==> src/wind_sway_spring_step_assert.svh <==
// Assertion macros used by the wind sway RTL.
`ifndef WIND_SWAY_SPRING_STEP_ASSERT_SVH
`define WIND_SWAY_SPRING_STEP_ASSERT_SVH

// Same-cycle implication, checked on every clock edge outside reset.
`define WSS_ASSERT_NOW(lbl, ante, cons) \
   lbl: assert property (@(posedge clock) disable iff (reset) (ante) |-> (cons)) \
      else $error("wind sway assertion failed");

// Next-cycle implication.
`define WSS_ASSERT_NEXT(lbl, ante, cons) \
   lbl: assert property (@(posedge clock) disable iff (reset) (ante) |=> (cons)) \
      else $error("wind sway assertion failed");

`endif

==> src/wss_pkg.sv <==
// ----------------------------------------------------------------------------
// wss_pkg
// Types, constants and helper functions of the wind sway spring step block.
// ----------------------------------------------------------------------------
`default_nettype none

package wss_pkg;

   localparam int SLOTS     = 1024;
   localparam int SLOT_W    = $clog2(SLOTS);
   localparam int TAB_DEPTH = 64;
   localparam int TAB_W     = $clog2(TAB_DEPTH);
   localparam int QW        = 48;

   localparam logic signed [31:0] Q_ONE     = 32'sd65536;
   localparam logic signed [31:0] Q_NEG_ONE = -32'sd65536;
   localparam logic signed [31:0] K_HALF    = 32'sd32768;
   localparam logic signed [31:0] K_HUNDRED = 32'sd6553600;
   localparam logic signed [31:0] K_DT      = 32'sd1088;
   localparam logic [21:0]        GAIN_RST  = 22'd65536;

   localparam logic CMD_LOAD = 1'b0;
   localparam logic CMD_PROC = 1'b1;

   localparam logic [1:0] CSR_PHASE  = 2'd0;
   localparam logic [1:0] CSR_FREEZE = 2'd1;
   localparam logic [1:0] CSR_GAIN   = 2'd2;

   typedef struct packed {
      logic              command;
      logic [9:0]        slot;
      logic signed [31:0] stiffness;
      logic signed [31:0] row0_x;
      logic signed [31:0] row0_y;
      logic signed [31:0] row0_z;
      logic signed [31:0] row1_x;
      logic signed [31:0] row1_y;
      logic signed [31:0] row1_z;
      logic signed [31:0] row2_x;
      logic signed [31:0] row2_y;
      logic signed [31:0] row2_z;
   } req_type;

   typedef struct packed {
      logic signed [31:0] out0_x;
      logic signed [31:0] out0_z;
      logic signed [31:0] out1_x;
      logic signed [31:0] out1_z;
      logic signed [31:0] out2_x;
      logic signed [31:0] out2_z;
   } rsp_type;

   typedef struct packed {
      logic [1:0]  index;
      logic [31:0] wdata;
   } csr_type;

   typedef struct packed {
      logic signed [31:0] sway_x;
      logic signed [31:0] sway_z;
      logic signed [31:0] drift_x;
      logic signed [31:0] drift_z;
   } spring_type;

   typedef struct packed {
      logic signed [31:0] fx;
      logic signed [31:0] fz;
   } force_type;

   function automatic logic signed [31:0] sat32(input logic signed [63:0] v);
      logic signed [31:0] r;
      if (v > 64'sd2147483647) begin
         r = 32'sh7fffffff;
      end else if (v < -64'sd2147483648) begin
         r = 32'sh80000000;
      end else begin
         r = v[31:0];
      end
      return r;
   endfunction

   function automatic logic signed [31:0] clamp_one(input logic signed [31:0] v);
      logic signed [31:0] r;
      if (v > Q_ONE) begin
         r = Q_ONE;
      end else if (v < Q_NEG_ONE) begin
         r = Q_NEG_ONE;
      end else begin
         r = v;
      end
      return r;
   endfunction

endpackage

`default_nettype wire

==> src/wss_mul.sv <==
// ----------------------------------------------------------------------------
// wss_mul
// Shared Q16.16 multiplier: full product, round half up, registered result.
// ----------------------------------------------------------------------------
`default_nettype none

module wss_mul import wss_pkg::*; (
   input  wire logic               clock,
   input  wire logic               en,
   input  wire logic signed [31:0] a,
   input  wire logic signed [31:0] b,
   output logic signed [QW-1:0]    p
);

   logic signed [63:0]   prod;
   logic signed [63:0]   rnd;
   logic signed [QW-1:0] p_ff;
   logic signed [QW-1:0] p_in;

   always_comb begin
      prod = a * b;
      rnd  = prod + 64'sd32768;
      // Taking the upper bits is an arithmetic shift right by 16.
      p_in = en ? rnd[63:16] : p_ff;
   end

   always_ff @(posedge clock) begin
      p_ff <= p_in;
   end

   assign p = p_ff;

endmodule

`default_nettype wire

==> config.mk <==
export PLATFORM = sky130hd
export DESIGN_NAME = wss_mul
export DESIGN_NICKNAME = d
export VERILOG_FILES = /design/src/wind_sway_spring_step_assert.svh /design/src/wss_pkg.sv /design/src/wss_mul.sv
export SDC_FILE = /design/constraint.sdc
export NUM_CORES = 2
export LEC_CHECK = 0
export BUFFER_PORTS_ARGS = -buffer_cell sky130_fd_sc_hd__buf_2
export CAP_MARGIN = 20
export CORE_MARGIN = 4
export CORE_UTILIZATION = 50
export CTS_CLUSTER_DIAMETER = 50
export DETAILED_ROUTE_END_ITERATION = 6
export PLACE_DENSITY = 0.66
export SLEW_MARGIN = 40
export SYNTH_ARGS = -nofsm -noshare
export SYNTH_HDL_FRONTEND = slang
export SYNTH_SLANG_ARGS = --single-unit
==> constraint.sdc <==
create_clock -name clock -period 8.6 [get_ports clock]
set_input_delay 1.29 -clock clock [delete_from_list [all_inputs] [get_ports clock]]
set_output_delay 1.29 -clock clock [all_outputs]
set_load 0.02 [all_outputs]
==> results.md <==
- Routed vias: 26,600
- Final period utilization: 0.983
- Reg clk slew, reported paths: about 0.08 ns
- Synth Register Bits: 48
- Worst path depth: 27
- Max Freq: 0.118 GHz
- Cts bufs inserted: 5
- Min-Delay Path Depth: 2
- Share of cells above drive strength 1: 0.146
- Status: finished, final reports clean
- Core Area: roughly 73,000 µm²
- Minimum clock period: 8.45 ns
- Post-DP HPWL: 87,000 µm
- Critical path launch point type: input pin
- Hold Path Origin: en
- Reg area: 1440 µm²
- Critical path type: input pin to register
- Setup TNS: 0 ns
- Wirelength per Cell: 19.3 µm
- Post-synth top flop: edfxtp_1
- Max_slew headroom: 0.512
- Initial Util: 0.508
- Syn_nets: 5,191
- CP required: roughly 8.7 ns
- Net count, final: 5,537
- Gr ovfl total: 0
- Mean Syn Cell Area: 9.63 µm²
- Commonest non-fill, non-tap cell in the layout: fa_1
- Distinct cells, synth: 60
- Die height: 281 µm
- Antenna Violating Nets Remaining: 0
- Slowest-stage cell, CP: fa_2
- Worst hold endpoint: p[41]
- First-pass GRT wire length: 164,000 µm
- H-tree Lvls: 2
- Worst hold path class: input pin to register
- Number of max-cap violations: 0
- Routed Wire Length: 99,700 µm
- Cell mode on critical path: fa_1
- Root buf cell: clkbuf_16
- Post-DR vias/cell: around 5.1
- DIE AREA: 78,900 µm²
- CP Buf/Inv Count: 7
- Worst EP arrival: 8.55 ns
- Largest net degree at the start of global routing: 49
- Most frequent cells in the layout: 1,069 x fa_1, 972 x inv_1, 510 x and2_1
- Seq/Total Area, Yosys: 0.0387
- Post-synth EDFFs: 48
- Post-placement cell area: 41,800 µm²
- Initial antenna violation count: 9
- Worst setup EP type: register
- Max Root-Sink Buffers: 2
- Synth async-reset ratio: 0
- Drt drc: 0
- Multi-input combinational cell area: 31,500 µm²
- GRT Overall Usage: 0.268
- Worst-Margin Slew: ~0.73 ns
- Drt pass-1 iters: 5
- Setup repair after global routing missed its margin: true
- Critical path's largest stage delay: 0.60 ns
- Synth Warn #: 0
- Cts-stage hold buffer count: 0
- Crit path max-delay family: adder cells
- Mapped Cells: ~3,900
- Mapped cell area: 37,200 µm²
- Vias in the first global route: 29,600
- CTS tree: done
- Slew Viols, Final: 0
- Max reg flops: 48
- IO Port Bufs: 113
- Die width: 281 µm
- # rows: 99
- Final Cell Area: 42,500 µm²
- Iteration-0 DRC Markers: between 1,000 and 1,500
- IO Count: 114
- Layout filler cell count: around 6,400
- Area delta synth->final: 14.3%
- CTS Sinks: 48
- CP max FO: 27
- Gp weighted congestion: 0.905
- Hold Vio Cnt, Final: 0
- Final Setup Violations: 0
## synth_stat cells, types with 5 or more instances
cell | n | area share
a211oi_1 | 6 | 0.0012
a21o_1 | 22 | 0.0044
a21oi_1 | 61 | 0.0082
a31oi_1 | 6 | 0.0010
and2_1 | 512 | 0.086
clkbuf_1 | 197 | 0.020
edfxtp_1 | 48 | 0.039
fa_1 | 1082 | 0.58
ha_1 | 177 | 0.059
inv_1 | 975 | 0.098
nand2_1 | 513 | 0.052
nand2b_1 | 8 | 0.0013
nand3_1 | 11 | 0.0015
nand4_1 | 17 | 0.0029
nor2_1 | 51 | 0.0051
nor2b_1 | 5 | 0.00084
nor3_1 | 8 | 0.0011
o21a_1 | 6 | 0.0012
o21ai_0 | 31 | 0.0042
o21bai_1 | 9 | 0.0018
xnor2_1 | 43 | 0.010
xor2_1 | 19 | 0.0045
## logic make-up (layout without fill, tap and decap cells)
logic type | Yosys count | count (layout) | share of synthesized area
other | 0 | 4 | 0
AND/OR/NAND/NOR | 1139 | 1139 | 0.153
buffers and inverters | 1184 | 1531 | 0.120
XOR/XNOR | 62 | 62 | 0.0146
adder cells (fa/ha/maj) | 1259 | 1259 | 0.641
AO/OA/AOI/OAI | 174 | 174 | 0.0324
flip-flops | 48 | 48 | 0.0387
## what timing repair did
item / in CTS / in global routing
resized for setup: 23 / 108
endpoints found under the setup margin: 13 / 22
pin swaps: 5 / 30
setup buffers: 0 / 14
gates cloned: 0 / 2
## worst max-delay path by stage
| stage | from | to | slack [ns] |
|---|---|---|---|
| 3_3_place_gp | a[31] | p[41] | -0.65 |
| 2_1_floorplan | b[2] | p[47] | 0.1 |
| 3_5_place_dp | a[31] | p[41] | -0.67 |
| 4_1_cts | a[9] | p[43] | 0.008 |
| 6_report | a[19] | p[41] | 0.15 |
| 5_1_grt | b[1] | p[47] | -0.02 |
## per-stage QoR
step / worst slack [ns] / std cells / hold WS (ns) / utilization
3_5_place_dp: -0.665 / 5148 / 1.74 / 0.570
2_1_floorplan: 0.0952 / 3866 / 1.40 / -
4_1_cts: 0.00803 / 5156 / 1.63 / 0.573
5_1_grt: -0.0225 / 5172 / 1.66 / 0.580
6_report: 0.150 / 5176 / 1.60 / 0.580
3_3_place_gp: -0.649 / 5148 / 1.74 / 0.570
## area by class of cell
type,instances,area share
antenna,4,0.000235
clock buffer,5,0.00294
clock inverter,3,0.000441
inverter,976,0.0863
multi-input combinational,2634,0.741
sequential,48,0.0339
tap,959,0.0282
timing repair buffer,547,0.107
## per-layer routing
layer / global-route usage / part of all wire
met5: 0 / 0.00059
met4: 0.0643 / 0.026
met3: 0.0415 / 0.069
met2: 0.447 / 0.49
met1: 0.373 / 0.42
Power is not shown: default switching activity piles up to over one toggle a cycle in this logic, so the estimate is an artifact.
