### src/wind_sway_spring_step_assert.svh
// Assertion macros used by the wind sway RTL.
`ifndef WIND_SWAY_SPRING_STEP_ASSERT_SVH
`define WIND_SWAY_SPRING_STEP_ASSERT_SVH

// Same-cycle implication, checked on every clock edge outside reset.
`define WSS_ASSERT_NOW(lbl, ante, cons) \
   lbl: assert property (@(posedge clock) disable iff (reset) (ante) |-> (cons)) \
      else $error("wind sway assertion failed");

// Next-cycle implication.
`define WSS_ASSERT_NEXT(lbl, ante, cons) \
   lbl: assert property (@(posedge clock) disable iff (reset) (ante) |=> (cons)) \
      else $error("wind sway assertion failed");

`endif

### src/wss_pkg.sv
// ----------------------------------------------------------------------------
// wss_pkg
// Types, constants and helper functions of the wind sway spring step block.
// ----------------------------------------------------------------------------
`default_nettype none

package wss_pkg;

   localparam int SLOTS     = 1024;
   localparam int SLOT_W    = $clog2(SLOTS);
   localparam int TAB_DEPTH = 64;
   localparam int TAB_W     = $clog2(TAB_DEPTH);
   localparam int QW        = 48;

   localparam logic signed [31:0] Q_ONE     = 32'sd65536;
   localparam logic signed [31:0] Q_NEG_ONE = -32'sd65536;
   localparam logic signed [31:0] K_HALF    = 32'sd32768;
   localparam logic signed [31:0] K_HUNDRED = 32'sd6553600;
   localparam logic signed [31:0] K_DT      = 32'sd1088;
   localparam logic [21:0]        GAIN_RST  = 22'd65536;

   localparam logic CMD_LOAD = 1'b0;
   localparam logic CMD_PROC = 1'b1;

   localparam logic [1:0] CSR_PHASE  = 2'd0;
   localparam logic [1:0] CSR_FREEZE = 2'd1;
   localparam logic [1:0] CSR_GAIN   = 2'd2;

   typedef struct packed {
      logic              command;
      logic [9:0]        slot;
      logic signed [31:0] stiffness;
      logic signed [31:0] row0_x;
      logic signed [31:0] row0_y;
      logic signed [31:0] row0_z;
      logic signed [31:0] row1_x;
      logic signed [31:0] row1_y;
      logic signed [31:0] row1_z;
      logic signed [31:0] row2_x;
      logic signed [31:0] row2_y;
      logic signed [31:0] row2_z;
   } req_type;

   typedef struct packed {
      logic signed [31:0] out0_x;
      logic signed [31:0] out0_z;
      logic signed [31:0] out1_x;
      logic signed [31:0] out1_z;
      logic signed [31:0] out2_x;
      logic signed [31:0] out2_z;
   } rsp_type;

   typedef struct packed {
      logic [1:0]  index;
      logic [31:0] wdata;
   } csr_type;

   typedef struct packed {
      logic signed [31:0] sway_x;
      logic signed [31:0] sway_z;
      logic signed [31:0] drift_x;
      logic signed [31:0] drift_z;
   } spring_type;

   typedef struct packed {
      logic signed [31:0] fx;
      logic signed [31:0] fz;
   } force_type;

   function automatic logic signed [31:0] sat32(input logic signed [63:0] v);
      logic signed [31:0] r;
      if (v > 64'sd2147483647) begin
         r = 32'sh7fffffff;
      end else if (v < -64'sd2147483648) begin
         r = 32'sh80000000;
      end else begin
         r = v[31:0];
      end
      return r;
   endfunction

   function automatic logic signed [31:0] clamp_one(input logic signed [31:0] v);
      logic signed [31:0] r;
      if (v > Q_ONE) begin
         r = Q_ONE;
      end else if (v < Q_NEG_ONE) begin
         r = Q_NEG_ONE;
      end else begin
         r = v;
      end
      return r;
   endfunction

endpackage

`default_nettype wire

### src/wss_force_tab.sv
// ----------------------------------------------------------------------------
// wss_force_tab
// Wind force table; entries never loaded read as 1.0 on both axes.
// ----------------------------------------------------------------------------
`default_nettype none

module wss_force_tab import wss_pkg::*; (
   input  wire logic             clock,
   input  wire logic             reset,
   input  wire logic             we,
   input  wire logic [TAB_W-1:0] waddr,
   input  wire force_type        wdata,
   input  wire logic             re,
   input  wire logic [TAB_W-1:0] raddr,
   output force_type             rdata
);

   force_type              mem_ff [TAB_DEPTH];
   force_type              rdata_ff;
   logic [TAB_DEPTH-1:0]   valid_ff;
   logic [TAB_DEPTH-1:0]   valid_in;
   logic                   rvalid_ff;

   always_comb begin
      valid_in = valid_ff;
      if (we) begin
         valid_in[waddr] = 1'b1;
      end
   end

   always_ff @(posedge clock) begin
      if (reset) begin
         valid_ff <= '0;
      end else begin
         valid_ff <= valid_in;
      end
   end

   always_ff @(posedge clock) begin
      if (we) begin
         mem_ff[waddr] <= wdata;
      end
      if (re) begin
         rdata_ff  <= mem_ff[raddr];
         rvalid_ff <= valid_ff[raddr];
      end
   end

   assign rdata = rvalid_ff ? rdata_ff : force_type'{fx: Q_ONE, fz: Q_ONE};

endmodule

`default_nettype wire
### config.mk
export PLATFORM = sky130hd
export DESIGN_NAME = wss_force_tab
export DESIGN_NICKNAME = d
export VERILOG_FILES = /design/src/wind_sway_spring_step_assert.svh /design/src/wss_pkg.sv /design/src/wss_force_tab.sv
export SDC_FILE = /design/constraint.sdc
export NUM_CORES = 2
export LEC_CHECK = 0
export BUFFER_PORTS_ARGS = -buffer_cell sky130_fd_sc_hd__buf_2
export CORE_ASPECT_RATIO = 0.6
export CORE_MARGIN = 1.5
export CORE_UTILIZATION = 45
export DETAILED_ROUTE_END_ITERATION = 8
export GPL_TIMING_DRIVEN = 0
export PLACE_DENSITY_LB_ADDON = 0.12
export SLEW_MARGIN = 40
export SYNTH_ARGS = -nofsm -noshare
export SYNTH_HDL_FRONTEND = slang
export SYNTH_SLANG_ARGS = --single-unit
### constraint.sdc
create_clock -name clock -period 18.9 [get_ports clock]
set_clock_uncertainty 0.05 [all_clocks]
set_input_delay 1.89 -clock clock [delete_from_list [all_inputs] [get_ports clock]]
set_output_delay 1.89 -clock clock [all_outputs]
set_load 0.01 [all_outputs]
==> run summary <==
FMAX: 183.6 MHz
wire length per cell: 40.48 um
Synth Net Count: 7,032
Peak VDD IR: 0.00007289 V
row cnt: 169
GRT Util Overall: 29.17%
maxcap violations: 0
yosys warns: 0
critical hold path startpoint: valid_ff[50]$_SDFFE_PP0P_
max-slew violations: 0
via-per-instance ratio: 6.454
H-tree depth: 5
fin crit share: 28.82%
top-level port count: 144
Die Area: 359,200 um^2
PwrDens: 102.7 nW/um^2
critical-path cell list: buf_2 > buf_4 > buf_2 > buf_2 > buf_2 > mux2i_1 > o22ai_1 > a41oi_1 > nor2_1
DRC Markers: 0
Hold/Removal Path Class: register to register
Setup TNS Final: 0 ns
via count: 84,020
family with the most delay on the worst path: buffers and inverters
worst slew pin tran: 0.9945 ns
DRT iter0 DRCs: 14,980
core area: 353,500 um^2
Die Height: 464.8 um
Seq/Total Area, Yosys: 78.91%
commonest non-fill, non-tap cell in the layout: edfxtp_1
Post-DRT Antenna Nets: 0
grt ovf: 0
Routed WL: 526,900 um
vias in the first global route: 79,860
commonest cells after routing, fill and taps aside: edfxtp_1, mux4_2, clkbuf_16
final setup vio count: 0
Critical Path Fanout Max: 10
Crit. End Element: register
worst-skew pair later-pin latency: 0.99 ns
final worst path period need: 5.447 ns
Critical Path Start Type: primary input
Area Growth Syn to Fin: 18.67%
critical path arrival: 6.05 ns
DP Area: 176,800 um^2
Yosys reg bits: 4,225
FILL cells: 26,620
Final Cell Area: 189,800 um^2
Final Hold Fails: 0
clk buf depth: 4
global placer's final weighted congestion: 0.8440
Yosys top cell by area: edfxtp_1
CP Launch Point: raddr[2]
leakage power: 60.48 nW
RSZ-0062 raised after global routing: no
top cell type's share of synthesized area: 78.11%
Mapped Area: 160,000 um^2
CP max stage cell: buf_2
Synth cell types: 34
Crit path buffers/inverters: 5
TritonCTS Buffers: 392
RR Startpoint: mem_ff[63][62]$_DFFE_PP_
Post-CTS Resized: 0
status: finished, final reports clean
most used cell, CP: buf_2
Die X-Extent: 772.7 um
Synth Area per Inst: 23.01 um^2
number of setup buffers added after CTS: 0
Reg clk slew, reported paths: 0.07 ns
initial antenna violation count: 71
CP peak stage delay: 0.69 ns
largest net degree at the start of global routing: 65
layout cells sized above 1: 31.94%
CTS tree: done
Final Power: 19.49 mW
kind of critical path: primary input to register
slew margin rel.: 31.80%
top post-synthesis cells by area: edfxtp_1, mux4_2, mux2i_1, a22oi_1, dfxtp_1
fin nets: 8,038
Initial Utilization: 45.25%
first-pass GRT wire length: 703,100 um
Post-CTS Hold Fix Bufs: 0
HPWL after DPL: 374,300 um
clock sinks: 4,225
Pre-antenna DRT Iters: 8
Port Buffers: 136
root buf cell: clkbuf_16
Gate Count Post-Synth: 6,952
worst endpoint required time: 19.50 ns
[per-layer routing]
metal  vias to the layer above  track usage (%)  share of wire [%]
met5                         -                0              0.039
met4                        28            7.892                2.9
met3                       735            11.12                 15
met2                      5971            36.61                 39
met1                     45580            46.90                 43
li1                      31700                -                  -
[sequential cells by signal, indices dropped and copies added (netlist names)]
name,count
rdata_ff,64
rvalid_ff,1
mem_ff,4096
valid_ff,64
[worst reg2reg max path: stages (launching register included)]
cell	delay, ns
edfxtp_1	0.38
mux4_2	0.49
mux2i_1	0.73
o22ai_1	0.14
a41oi_1	0.60
nor2_1	0.14
[report_power, final]
group          leakage [nW]  total [mW]  switching, mW  internal, mW
Sequential             38.0        10.4         0.0260          10.4
Clock                  6.18        7.97           3.56          4.41
Combinational          16.3        1.13          0.771         0.357
[logic make-up after synthesis]
| family | after synthesis | share of synthesized area (%) |
|---|---|---|
| buffers and inverters | 407 | 1.316 |
| muxes | 1236 | 15.87 |
| AOI/OAI and AO/OA | 454 | 2.092 |
| and+or+nand+nor | 630 | 1.812 |
| DFF | 4225 | 78.91 |
[cell type report]
class	count	area, um^2	share of cell area [%]
Clock inverter	249	2338	1.232
Clock buffer	467	10290	5.419
Tap cell	4702	5883	3.099
Antenna cell	36	90.09	0.04746
Sequential cell	4225	126200	66.50
Buffer	388	2151	1.133
Multi-Input combinational cell	2320	32190	16.96
Inverter	19	71.32	0.03757
Timing Repair Buffer	612	10590	5.576
[per-stage QoR]
step                      utilization [%]  setup slack, ns  hold WS (ns)  cells
after floorplan                         -            11.52        0.3848   6952
after global placement              47.10            3.288        0.3930  11790
after detailed placement            50.02            12.66        0.4078  12250
after CTS                           53.59            13.66        0.4221  12970
after global routing                53.67            13.48        0.4466  12990
final                               53.69            13.45        0.4204  13020
[Yosys cell counts]
cell / instances
a2111oi_0: 21
a21oi_1: 1
a22o_1: 2
a22oi_1: 258
a2bb2oi_1: 19
a31oi_1: 39
a41oi_1: 25
and2_1: 65
buf_1: 13
buf_2: 153
buf_4: 66
buf_6: 17
clkbuf_1: 136
clkbuf_4: 3
dfxtp_1: 64
edfxtp_1: 4161
inv_1: 19
mux2i_1: 196
mux4_2: 1040
nand2_1: 118
nand2b_1: 8
nand3_1: 96
nand3b_1: 1
nand4_1: 2
nor2_1: 250
nor2_2: 1
nor2b_1: 32
nor3_1: 4
nor3b_1: 1
o21ba_2: 4
o22ai_1: 84
o31ai_1: 1
or2_2: 25
or3_1: 27
[worst paths after layout]
check	to	slack, ns	cells past startpoint
max	rdata_ff[28]$_DFFE_PP_	13.45	9
min	valid_ff[50]$_SDFFE_PP0P_	0.42	2
max reg2reg	rdata_ff[62]$_DFFE_PP_	16.15	5
min reg2reg	valid_ff[50]$_SDFFE_PP0P_	0.42	2
(Power assumes the default switching activity.)
